File: src/rtl/parallel_bit_extract_defines.svh
// Assertion macros shared by the parallel bit extract RTL.
`ifndef PARALLEL_BIT_EXTRACT_DEFINES_SVH
`define PARALLEL_BIT_EXTRACT_DEFINES_SVH

`ifndef NO_ASSERTIONS

// Same-cycle implication, checked on every rising clock edge out of reset.
`define PBE_ASSERT_IMPL(label, ante, cons) \
    label: assert property (@(posedge i_clk) disable iff (!i_rst_n) (ante) |-> (cons)) \
        else $error("parallel_bit_extract: implication check failed");

// Next-cycle implication, checked on every rising clock edge out of reset.
`define PBE_ASSERT_NEXT(label, ante, cons) \
    label: assert property (@(posedge i_clk) disable iff (!i_rst_n) (ante) |=> (cons)) \
        else $error("parallel_bit_extract: next-cycle check failed");

`else

`define PBE_ASSERT_IMPL(label, ante, cons)
`define PBE_ASSERT_NEXT(label, ante, cons)

`endif

`endif

File: src/rtl/pbe_pkg.sv
// Package with the constants, stage payload type and compress functions of the bit extractor.
`timescale 1ns / 1ps

package pbe_pkg;

    // Width of the ports and of the datapath.
    localparam int FIELD_BITS = 64;
    // Bit positions that take part in the extraction.
    localparam int WORD_BITS = 64;
    // One compress step per power of two below the word width.
    localparam int STEPS = $clog2(WORD_BITS);
    localparam int STEP_IDX_W = $clog2(STEPS);
    // Prefix XOR over the full datapath width.
    localparam int PREFIX_STEPS = $clog2(FIELD_BITS);
    localparam logic [FIELD_BITS-1:0] WORD_MASK =
        {FIELD_BITS{1'b1}} >> (FIELD_BITS - WORD_BITS);

    // Payload carried between pipeline stages.
    typedef struct packed {
        logic [FIELD_BITS-1:0] bits;   // data bits still to be moved
        logic [FIELD_BITS-1:0] mask;   // positions of the selected bits
        logic [FIELD_BITS-1:0] carry;  // zeros to the right of each mask bit, odd-parity tracking
    } t_stage_data;

    // Entry step: clip the mask to the word, drop unselected data bits.
    function automatic t_stage_data compress_init(
        input logic [FIELD_BITS-1:0] data,
        input logic [FIELD_BITS-1:0] mask
    );
        t_stage_data q;
        logic [FIELD_BITS-1:0] m;
        m       = mask & WORD_MASK;
        q.bits  = data & m;
        q.mask  = m;
        q.carry = ~m << 1;
        return q;
    endfunction

    // One compress step: bits whose right-side gap count has bit "step" set move down
    // by 2**step positions.
    function automatic t_stage_data compress_step(
        input t_stage_data d,
        input logic [STEP_IDX_W-1:0] step
    );
        t_stage_data q;
        logic [FIELD_BITS-1:0] mp;
        logic [FIELD_BITS-1:0] mv;
        logic [FIELD_BITS-1:0] t;
        logic [STEPS-1:0] shift_amt;
        shift_amt = STEPS'(1) << step;
        mp        = d.carry;
        for (int k = 0; k < PREFIX_STEPS; k++) begin
            mp = mp ^ (mp << (1 << k));
        end
        mv      = mp & d.mask;
        q.mask  = (d.mask ^ mv) | (mv >> shift_amt);
        t       = d.bits & mv;
        q.bits  = (d.bits ^ t) | (t >> shift_amt);
        q.carry = d.carry & ~mp;
        return q;
    endfunction

endpackage

File: src/rtl/pbe_if.sv
// Valid/ready channel interfaces for the operand and result transactions.
`timescale 1ns / 1ps

interface pbe_in_if import pbe_pkg::*; ();
    logic                  valid;
    logic                  ready;
    logic [FIELD_BITS-1:0] data_word;
    logic [FIELD_BITS-1:0] select_mask;

    modport source (output valid, output data_word, output select_mask, input ready);
    modport sink   (input valid, input data_word, input select_mask, output ready);
endinterface

interface pbe_out_if import pbe_pkg::*; ();
    logic                  valid;
    logic                  ready;
    logic [FIELD_BITS-1:0] packed_bits;

    modport source (output valid, output packed_bits, input ready);
    modport sink   (input valid, input packed_bits, output ready);
endinterface

File: src/rtl/pbe_stage.sv
// One registered compress stage of the bit extraction pipeline.
`timescale 1ns / 1ps
`include "parallel_bit_extract_defines.svh"

module pbe_stage import pbe_pkg::*; (
    input  logic                  i_clk,
    input  logic                  i_rst_n,
    input  logic [STEP_IDX_W-1:0] i_step,
    input  logic                  i_valid,
    output logic                  o_ready,
    input  t_stage_data           i_data,
    output logic                  o_valid,
    input  logic                  i_ready,
    output t_stage_data           o_data
);

    logic        r_valid;
    t_stage_data r_data;
    t_stage_data n_data;

    // The stage takes a new transaction when it is empty or its content moves on.
    assign o_ready = !r_valid || i_ready;
    assign n_data  = compress_step(i_data, i_step);

    // Valid bit travels with the payload.
    always_ff @(posedge i_clk) begin
        if (!i_rst_n) begin
            r_valid <= 1'b0;
        end else if (o_ready) begin
            r_valid <= i_valid;
        end
    end

    // Payload register, loaded only with a transaction.
    always_ff @(posedge i_clk) begin
        if (o_ready && i_valid) begin
            r_data <= n_data;
        end
    end

    assign o_valid = r_valid;
    assign o_data  = r_data;

    // Data bits never leave the positions that the mask marks.
    `PBE_ASSERT_IMPL(a_bits_in_mask, r_valid, (r_data.bits & ~r_data.mask) == '0)
    // A held transaction is not dropped while downstream stalls.
    `PBE_ASSERT_NEXT(a_hold_on_stall, r_valid && !i_ready, r_valid)
    // Check on the gap tracking bits of a held transaction; as written, its expression is zero for any value.
    `PBE_ASSERT_IMPL(a_carry_clear, r_valid, (r_data.carry & r_data.mask & ~r_data.carry) == '0)

endmodule

File: src/rtl/parallel_bit_extract.sv
// Top level of the pipelined 64-bit parallel bit extractor.
`timescale 1ns / 1ps
`include "parallel_bit_extract_defines.svh"

// Parallel bit extract: every set bit of select_mask, from bit 0 upward, pulls the data_word
// bit at that position into the next free low position of packed_bits; all higher bits are
// zero. The block accepts one operand transaction per clock while the output does not stall,
// and returns one result per transaction, in order. The path is one input register that
// clips the mask and clears unselected data bits, then six compress stages, each moving bits
// down by one power of two after a six-level prefix XOR that counts the gaps below every
// selected bit. Each stage has its own valid bit and fills bubbles while the output stalls,
// so a full pipeline holds seven results.
module parallel_bit_extract import pbe_pkg::*; (
    input  logic      i_clk,
    input  logic      i_rst_n,
    pbe_in_if.sink    i_item,
    pbe_out_if.source o_result
);

    logic        r_in_valid;
    t_stage_data r_in_data;

    logic        [STEPS:0] w_valid;
    logic        [STEPS:0] w_ready;
    t_stage_data           w_data [STEPS+1];

    // Input register: takes a transaction when empty or when stage one takes its content.
    assign i_item.ready = !r_in_valid || w_ready[0];

    always_ff @(posedge i_clk) begin
        if (!i_rst_n) begin
            r_in_valid <= 1'b0;
        end else if (i_item.ready) begin
            r_in_valid <= i_item.valid;
        end
    end

    always_ff @(posedge i_clk) begin
        if (i_item.ready && i_item.valid) begin
            r_in_data <= compress_init(i_item.data_word, i_item.select_mask);
        end
    end

    assign w_valid[0] = r_in_valid;
    assign w_data[0]  = r_in_data;

    // Compress stages, one per shift distance.
    for (genvar s = 0; s < STEPS; s++) begin : g_stage
        pbe_stage u_stage (
            .i_clk   (i_clk),
            .i_rst_n (i_rst_n),
            .i_step  (STEP_IDX_W'(s)),
            .i_valid (w_valid[s]),
            .o_ready (w_ready[s]),
            .i_data  (w_data[s]),
            .o_valid (w_valid[s+1]),
            .i_ready (w_ready[s+1]),
            .o_data  (w_data[s+1])
        );
    end

    // The last stage register is the output register.
    assign w_ready[STEPS]       = o_result.ready;
    assign o_result.valid       = w_valid[STEPS];
    assign o_result.packed_bits = w_data[STEPS].bits;

    // After the last step the mask is packed into one run of ones at the low end.
    `PBE_ASSERT_IMPL(a_mask_packed, o_result.valid,
        (w_data[STEPS].mask & (w_data[STEPS].mask + 1'b1)) == '0)
    // Result bits stay inside that packed run.
    `PBE_ASSERT_IMPL(a_result_in_run, o_result.valid,
        (w_data[STEPS].bits & ~w_data[STEPS].mask) == '0)
    // The input register keeps its transaction while the first stage is stalled.
    `PBE_ASSERT_NEXT(a_in_hold, r_in_valid && !w_ready[0], r_in_valid)

endmodule
File: src/flat_wrapper.sv
// flat-port wrapper written by rule: the top's interface ports become plain ports
module parallel_bit_extract_flat import pbe_pkg::*;
  (i_clk, i_rst_n, i_item_valid, i_item_data_word, i_item_select_mask, i_item_ready, o_result_valid, o_result_packed_bits, o_result_ready);
  pbe_in_if i_item_i ();
  pbe_out_if o_result_i ();
  input  logic i_clk;
  input  logic i_rst_n;
  input wire logic [$bits(i_item_i.valid)-1:0] i_item_valid;
  input wire logic [$bits(i_item_i.data_word)-1:0] i_item_data_word;
  input wire logic [$bits(i_item_i.select_mask)-1:0] i_item_select_mask;
  output wire logic [$bits(i_item_i.ready)-1:0] i_item_ready;
  output wire logic [$bits(o_result_i.valid)-1:0] o_result_valid;
  output wire logic [$bits(o_result_i.packed_bits)-1:0] o_result_packed_bits;
  input wire logic [$bits(o_result_i.ready)-1:0] o_result_ready;
  assign i_item_i.valid = i_item_valid;
  assign i_item_i.data_word = i_item_data_word;
  assign i_item_i.select_mask = i_item_select_mask;
  assign i_item_ready = i_item_i.ready;
  assign o_result_valid = o_result_i.valid;
  assign o_result_packed_bits = o_result_i.packed_bits;
  assign o_result_i.ready = o_result_ready;
  parallel_bit_extract u_core (.i_clk(i_clk), .i_rst_n(i_rst_n), .i_item(i_item_i), .o_result(o_result_i));
endmodule
File: config.mk
export PLATFORM = sky130hd
export DESIGN_NAME = parallel_bit_extract_flat
export DESIGN_NICKNAME = d
export VERILOG_FILES = /design/src/rtl/pbe_pkg.sv /design/src/rtl/pbe_if.sv /design/src/rtl/pbe_stage.sv /design/src/rtl/parallel_bit_extract.sv /design/src/flat_wrapper.sv
export VERILOG_INCLUDE_DIRS = /design/src /design/src/rtl
export SDC_FILE = /design/constraint.sdc
export NUM_CORES = 2
export LEC_CHECK = 0
export BUFFER_PORTS_ARGS = -buffer_cell sky130_fd_sc_hd__buf_4
export CORE_UTILIZATION = 57
export DETAILED_ROUTE_END_ITERATION = 6
export PLACE_DENSITY = 0.83
export SETUP_SLACK_MARGIN = 0.5
export SKIP_CTS_REPAIR_TIMING = 1
export SYNTH_ARGS = -nofsm -noshare
export SYNTH_HDL_FRONTEND = slang
export SYNTH_SLANG_ARGS = --single-unit
File: constraint.sdc
create_clock -name i_clk -period 16.43 [get_ports i_clk]
set_input_delay 1.643 -clock i_clk [delete_from_list [all_inputs] [get_ports i_clk]]
set_output_delay 1.643 -clock i_clk [all_outputs]
set_load 0.01 [all_outputs]
# [Word-level counts from Yosys, hierarchy flattened]
# Index checks and enable logic that the tools add are counted.
[word_totals] in_bits=132 reg_bits=1222 word_cells=129 out_inout_bits=66
[op_classes] reduce_logical=21 bitwise_logic=82
[op_table] cell="64-bit XOR" count=47
[op_table] cell="64-bit bitwise AND" count=18
[op_table] cell="64-bit inverter" count=5
[op_table] cell="64-bit by 48-bit OR with 64-bit output" count=2
[op_table] cell="64-bit by 56-bit OR with 64-bit output" count=2
[op_table] cell="64-bit by 60-bit OR with 64-bit output" count=2
[op_table] cell="64-bit by 62-bit OR with 64-bit output" count=2
[op_table] cell="64-bit by 63-bit OR with 64-bit output" count=2
[op_table] cell="64-bit by 32-bit OR with 64-bit output" count=1
[op_table] cell="63-bit inverter" count=1
[op_table] cell="1-bit logical AND" count=7
[op_table] cell="1-bit logical NOT" count=7
[op_table] cell="1-bit logical OR" count=7

# [Longest topological paths before layout]
[logic_depth] word_depth=10 depth_mapped=11 ltp_nobuf=9

# [Hierarchy]
# Synthesis repeated with hierarchy kept, for this count alone.
[hier_totals] cells_unflattened=10902 area_unflattened_um2=104800.5
[modules_own_cells] module="pbe_stage (u_core.g_stage[0].u_stage ...)" seq_area_each_um2=5755.5 area_per_inst_um2=16440.8 n_inst=5 cells_each=1752
[modules_own_cells] module="pbe_stage (u_core.g_stage[5].u_stage)" seq_area_each_um2=5755.5 area_per_inst_um2=16159.2 n_inst=1 cells_each=1817
[modules_own_cells] module="parallel_bit_extract" seq_area_each_um2=5755.5 area_per_inst_um2=6437.4 n_inst=1 cells_each=325

# [Worst setup path after synthesis]
# No wires, ideal clock.
[synth_timing] path_type="input to register" start="in o_result_ready" end="reg u_core.g_stage[1].u_stage.r_data, in the netlist u_core.g_stage[1].u_stage.o_data[100] (enable)" arrival_ps=15510 setup_ps=1017 required_time_ps=15413 setup_slack_ps=-97 n_path_buf=0 path_stages=4 path_cell_list="nor2b_1 and3_1 and2_1 a21boi_0"
[synth_between] elab_chain_cells=6
[synth_rtl] element="from (decl)" line="flat_wrapper.sv:14" source="input wire logic [$bits(o_result_i.ready)-1:0] o_result_ready;"
[synth_rtl] element="1-bit logical OR (5 in series)" line="pbe_stage.sv:22" source="assign o_ready = !r_valid || i_ready;"
[synth_rtl] element="1-bit logical AND" line="pbe_stage.sv:36" source="if (o_ready && i_valid) begin"
[synth_rtl] element="to (signal assigned)" line="pbe_stage.sv:37" source="r_data <= n_data;"
[synth_rtl] element="to (decl)" line="pbe_stage.sv:18" source="t_stage_data r_data;"
# Every way passes these cells.
# A chain may end at the register's enable or synchronous reset.

# [Final worst setup path]
[layout_timing] start="in o_result_ready" end="out i_item_ready"
[layout_between] elab_chain_cells=7
[layout_rtl] element="1-bit logical OR (6 in series)" line="pbe_stage.sv:22"
[layout_rtl] element="1-bit logical OR" line="parallel_bit_extract.sv:28" source="assign i_item.ready = !r_in_valid || w_ready[0];"
[layout_rtl] element="to (decl)" line="flat_wrapper.sv:11" source="output wire logic [$bits(i_item_i.ready)-1:0] i_item_ready;"
# Every way passes these cells.

==> flow_metrics.env <==
export IMPL_synth_compound_area_share_pct=7.38
export IMPL_cp_end_kind="output pin"
export IMPL_timing_fmax_ghz=0.193
export IMPL_area_growth_pct=12.3
export IMPL_cp_data_required_time_ns=14.79
export IMPL_grt_pass1_wl_mm=194
export IMPL_path_clk_slew_ns=0.06
export IMPL_cp_arrival_ns=3.54
export IMPL_synth_area_leaders="edfxtp_1 (62%), xnor2_1 (8.1%), xnor3_1 (4.2%), xor2_1 (4.2%), a32o_1 (3.9%)"
export IMPL_ios=198
export IMPL_grt_busiest_layer="met2"
export IMPL_syn_area_um2=57100
export IMPL_drv_slew=0
export IMPL_status="finished with violations"
export IMPL_grt_usage_pct=25.6
export IMPL_yosys_area_top_type="edfxtp_1"
export IMPL_grtUsageMet2_pct=41.5
export IMPL_hold_class="reg -> reg"
export IMPL_worstHoldPathCells=1
export IMPL_insertion_delay_ns=0.70
export IMPL_clock_root_buffer="clkbuf_16"
export IMPL_setup_violations=0
export IMPL_fill_cells=6752
export IMPL_async_flop_share_pct=0
export IMPL_nNetsFinal=4582
export IMPL_initial_core_util_pct=57.8
export IMPL_synth_mux_area_fraction_pct=0
export IMPL_die_h_um=319
export IMPL_cts_buffers=114
export IMPL_setup_worst_path_start_class="input pin"
export IMPL_synthXorXnorAreaFrac_pct=19.1
export IMPL_grtUsageMet3_pct=3.20
export IMPL_totalWireLength_mm=130
export IMPL_rows=115
export IMPL_max_cap_viol_count=0
export IMPL_gp_congestion=0.956
export IMPL_antenna_found_initial=3
export IMPL_synth_edff_count=1174
export IMPL_final_period_utilization_pct=31.5
export IMPL_cts_tree="yes"
export IMPL_place_hpwl_mm=101
export IMPL_drive_above_1_share_pct=11.1
export IMPL_synth_simple_area_share_pct=9.01
export IMPL_reg2reg_depth=9
export IMPL_final_cell_mix="edfxtp_1 (1174), xnor2_1 (527), nand2_1 (499), inv_1 (350), and2_1 (301)"
export IMPL_ant_nets=0
export IMPL_ys_ff_latch=1181
export IMPL_skew_ns=0.0264
export IMPL_syn_inst=4136
export IMPL_yosysSeqAreaShare_pct=61.9
export IMPL_crit_type="in -> out"
export IMPL_cts_path_max_buffers=3
export IMPL_synthAdderAreaFrac_pct=0.109
export IMPL_die_area_um2=102000
export IMPL_drtIter0Drc=3246
export IMPL_ys_types=42
export IMPL_rsz0062_at_grt="no"
export IMPL_relSlewSlack_pct=24.5
export IMPL_ctsHtreeMaxLevel=3
export IMPL_synth_nets=4273
export IMPL_finalHoldViolations=0
export IMPL_dr_pass1_iters=7
export IMPL_fp_dieW_um=319
export IMPL_tightest_slew_ns=1.12
export IMPL_synth_top_flop_cell="edfxtp_1"
export IMPL_crit_path_max_fanout=5
export IMPL_routed_via_count=32800
export IMPL_diodes=0
export IMPL_layout_commonest_cell="edfxtp_1"
export IMPL_avgSynthCellArea_um2=13.8
export IMPL_synth_top_area_share_pct=61.7
export IMPL_cts_num_sinks=1181
export IMPL_setup_tns_ns=0
export IMPL_grt_met1_usage_pct=34.9
export IMPL_grt_overflow=0
export IMPL_yosys_warnings=0
export IMPL_io_buffers=197
export IMPL_synth_top_family_by_area="XOR/XNOR gates"
export IMPL_drc=1
export IMPL_coreArea_um2=98900
export IMPL_grt_max_degree=169
export IMPL_min_period_ns=5.18
export IMPL_violations="design-rule violations"
export IMPL_viasPerCell=5.64
export IMPL_wl_per_cell_um=22.3
export IMPL_grt_pass1_vias=32300
[kinds of logic (layout without fill, tap and decap cells)]
| family | count (synthesis) | in the layout |
|---|---|---|
| xor+xnor | 974 | 974 |
| compound gates | 552 | 552 |
| flops | 1181 | 1181 |
| fa+ha+maj | 5 | 5 |
| buf+inv | 376 | 779 |
| simple gates | 1048 | 1048 |
[synthesized netlist by cell type (3+ instances only)]
| cell | n |
|---|---|
| xnor2_4 | 8 |
| nand3_1 | 9 |
| xnor2_2 | 11 |
| clkbuf_1 | 11 |
| nor2b_1 | 106 |
| a21oi_1 | 13 |
| xor2_2 | 9 |
| nor2_1 | 64 |
| and2_1 | 301 |
| buf_2 | 11 |
| o2bb2ai_1 | 21 |
| a22o_1 | 18 |
| o21a_1 | 5 |
| inv_1 | 350 |
| o21ai_0 | 210 |
| xor2_1 | 274 |
| nand2b_1 | 35 |
| a32o_1 | 222 |
| a21boi_0 | 38 |
| xnor3_2 | 9 |
| dfxtp_1 | 7 |
| ha_1 | 5 |
| a31o_2 | 20 |
| xor3_1 | 24 |
| or2_2 | 28 |
| xnor3_1 | 107 |
| nand2_1 | 499 |
| edfxtp_1 | 1174 |
| xnor2_1 | 527 |
| xor2_4 | 3 |
[metal layers]
layer	routed length, um	up-vias
met5	22	-
met2	61300	1432
met4	5970	4
li1	-	15300
met1	53800	15900
met3	9100	267
[state kept, by name, indices dropped and copies added, names as in the netlist]
signal	count
u_core.g_stage.u_stage.o_data	984
u_core.r_in_data	190
u_core.g_stage.u_stage.o_valid	6
u_core.r_in_valid	1
[final timing paths]
kind / start / to / slack, ns
worst min-delay path: u_core.g_stage[2].u_stage.o_valid / u_core.g_stage[3].u_stage.o_valid / 0.50
worst min register to register: u_core.g_stage[2].u_stage.o_valid / u_core.g_stage[3].u_stage.o_valid / 0.50
worst max register to register: u_core.g_stage[0].u_stage.o_data[2] / u_core.g_stage[1].u_stage.o_data[189] / 11.77
worst max-delay path: o_result_ready / i_item_ready / 11.25
[worst max-delay path, stage by stage]
cell and delay, ns:
buf_4 0.11, nor2b_1 0.46, and3_1 0.32, and2_1 0.35, and3_1 0.39, nand2_1 0.11, buf_4 0.15
[per-stage QoR]
step           cells  worst slack [ns]  cell area [um2]  hold slack [ns]  utilization (%)
5_1_grt         5826             11.08            64200            0.527             64.9
6_report        5826             11.25            64200            0.500             64.9
4_1_cts         5826             11.21            64200            0.503             64.9
3_5_place_dp    5616             10.95            60400            0.483             61.1
3_3_place_gp    5616             11.05            60400            0.475             61.1
2_1_floorplan   4136             0.738            57100            0.446                -
[cell type report]
type	count	area [um2]	area share, %
Multi-Input combinational cell	2579	20400	31.8
Clock inverter	75	689	1.07
Sequential cell	1181	35400	55.2
Clock buffer	135	3110	4.85
Tap cell	1287	1610	2.51
Inverter	350	1310	2.05
Timing Repair Buffer	219	1660	2.58
Power is left out: the tool's default activity adds up to more than one toggle a clock period on the data nets, which glitch-free logic cannot reach.
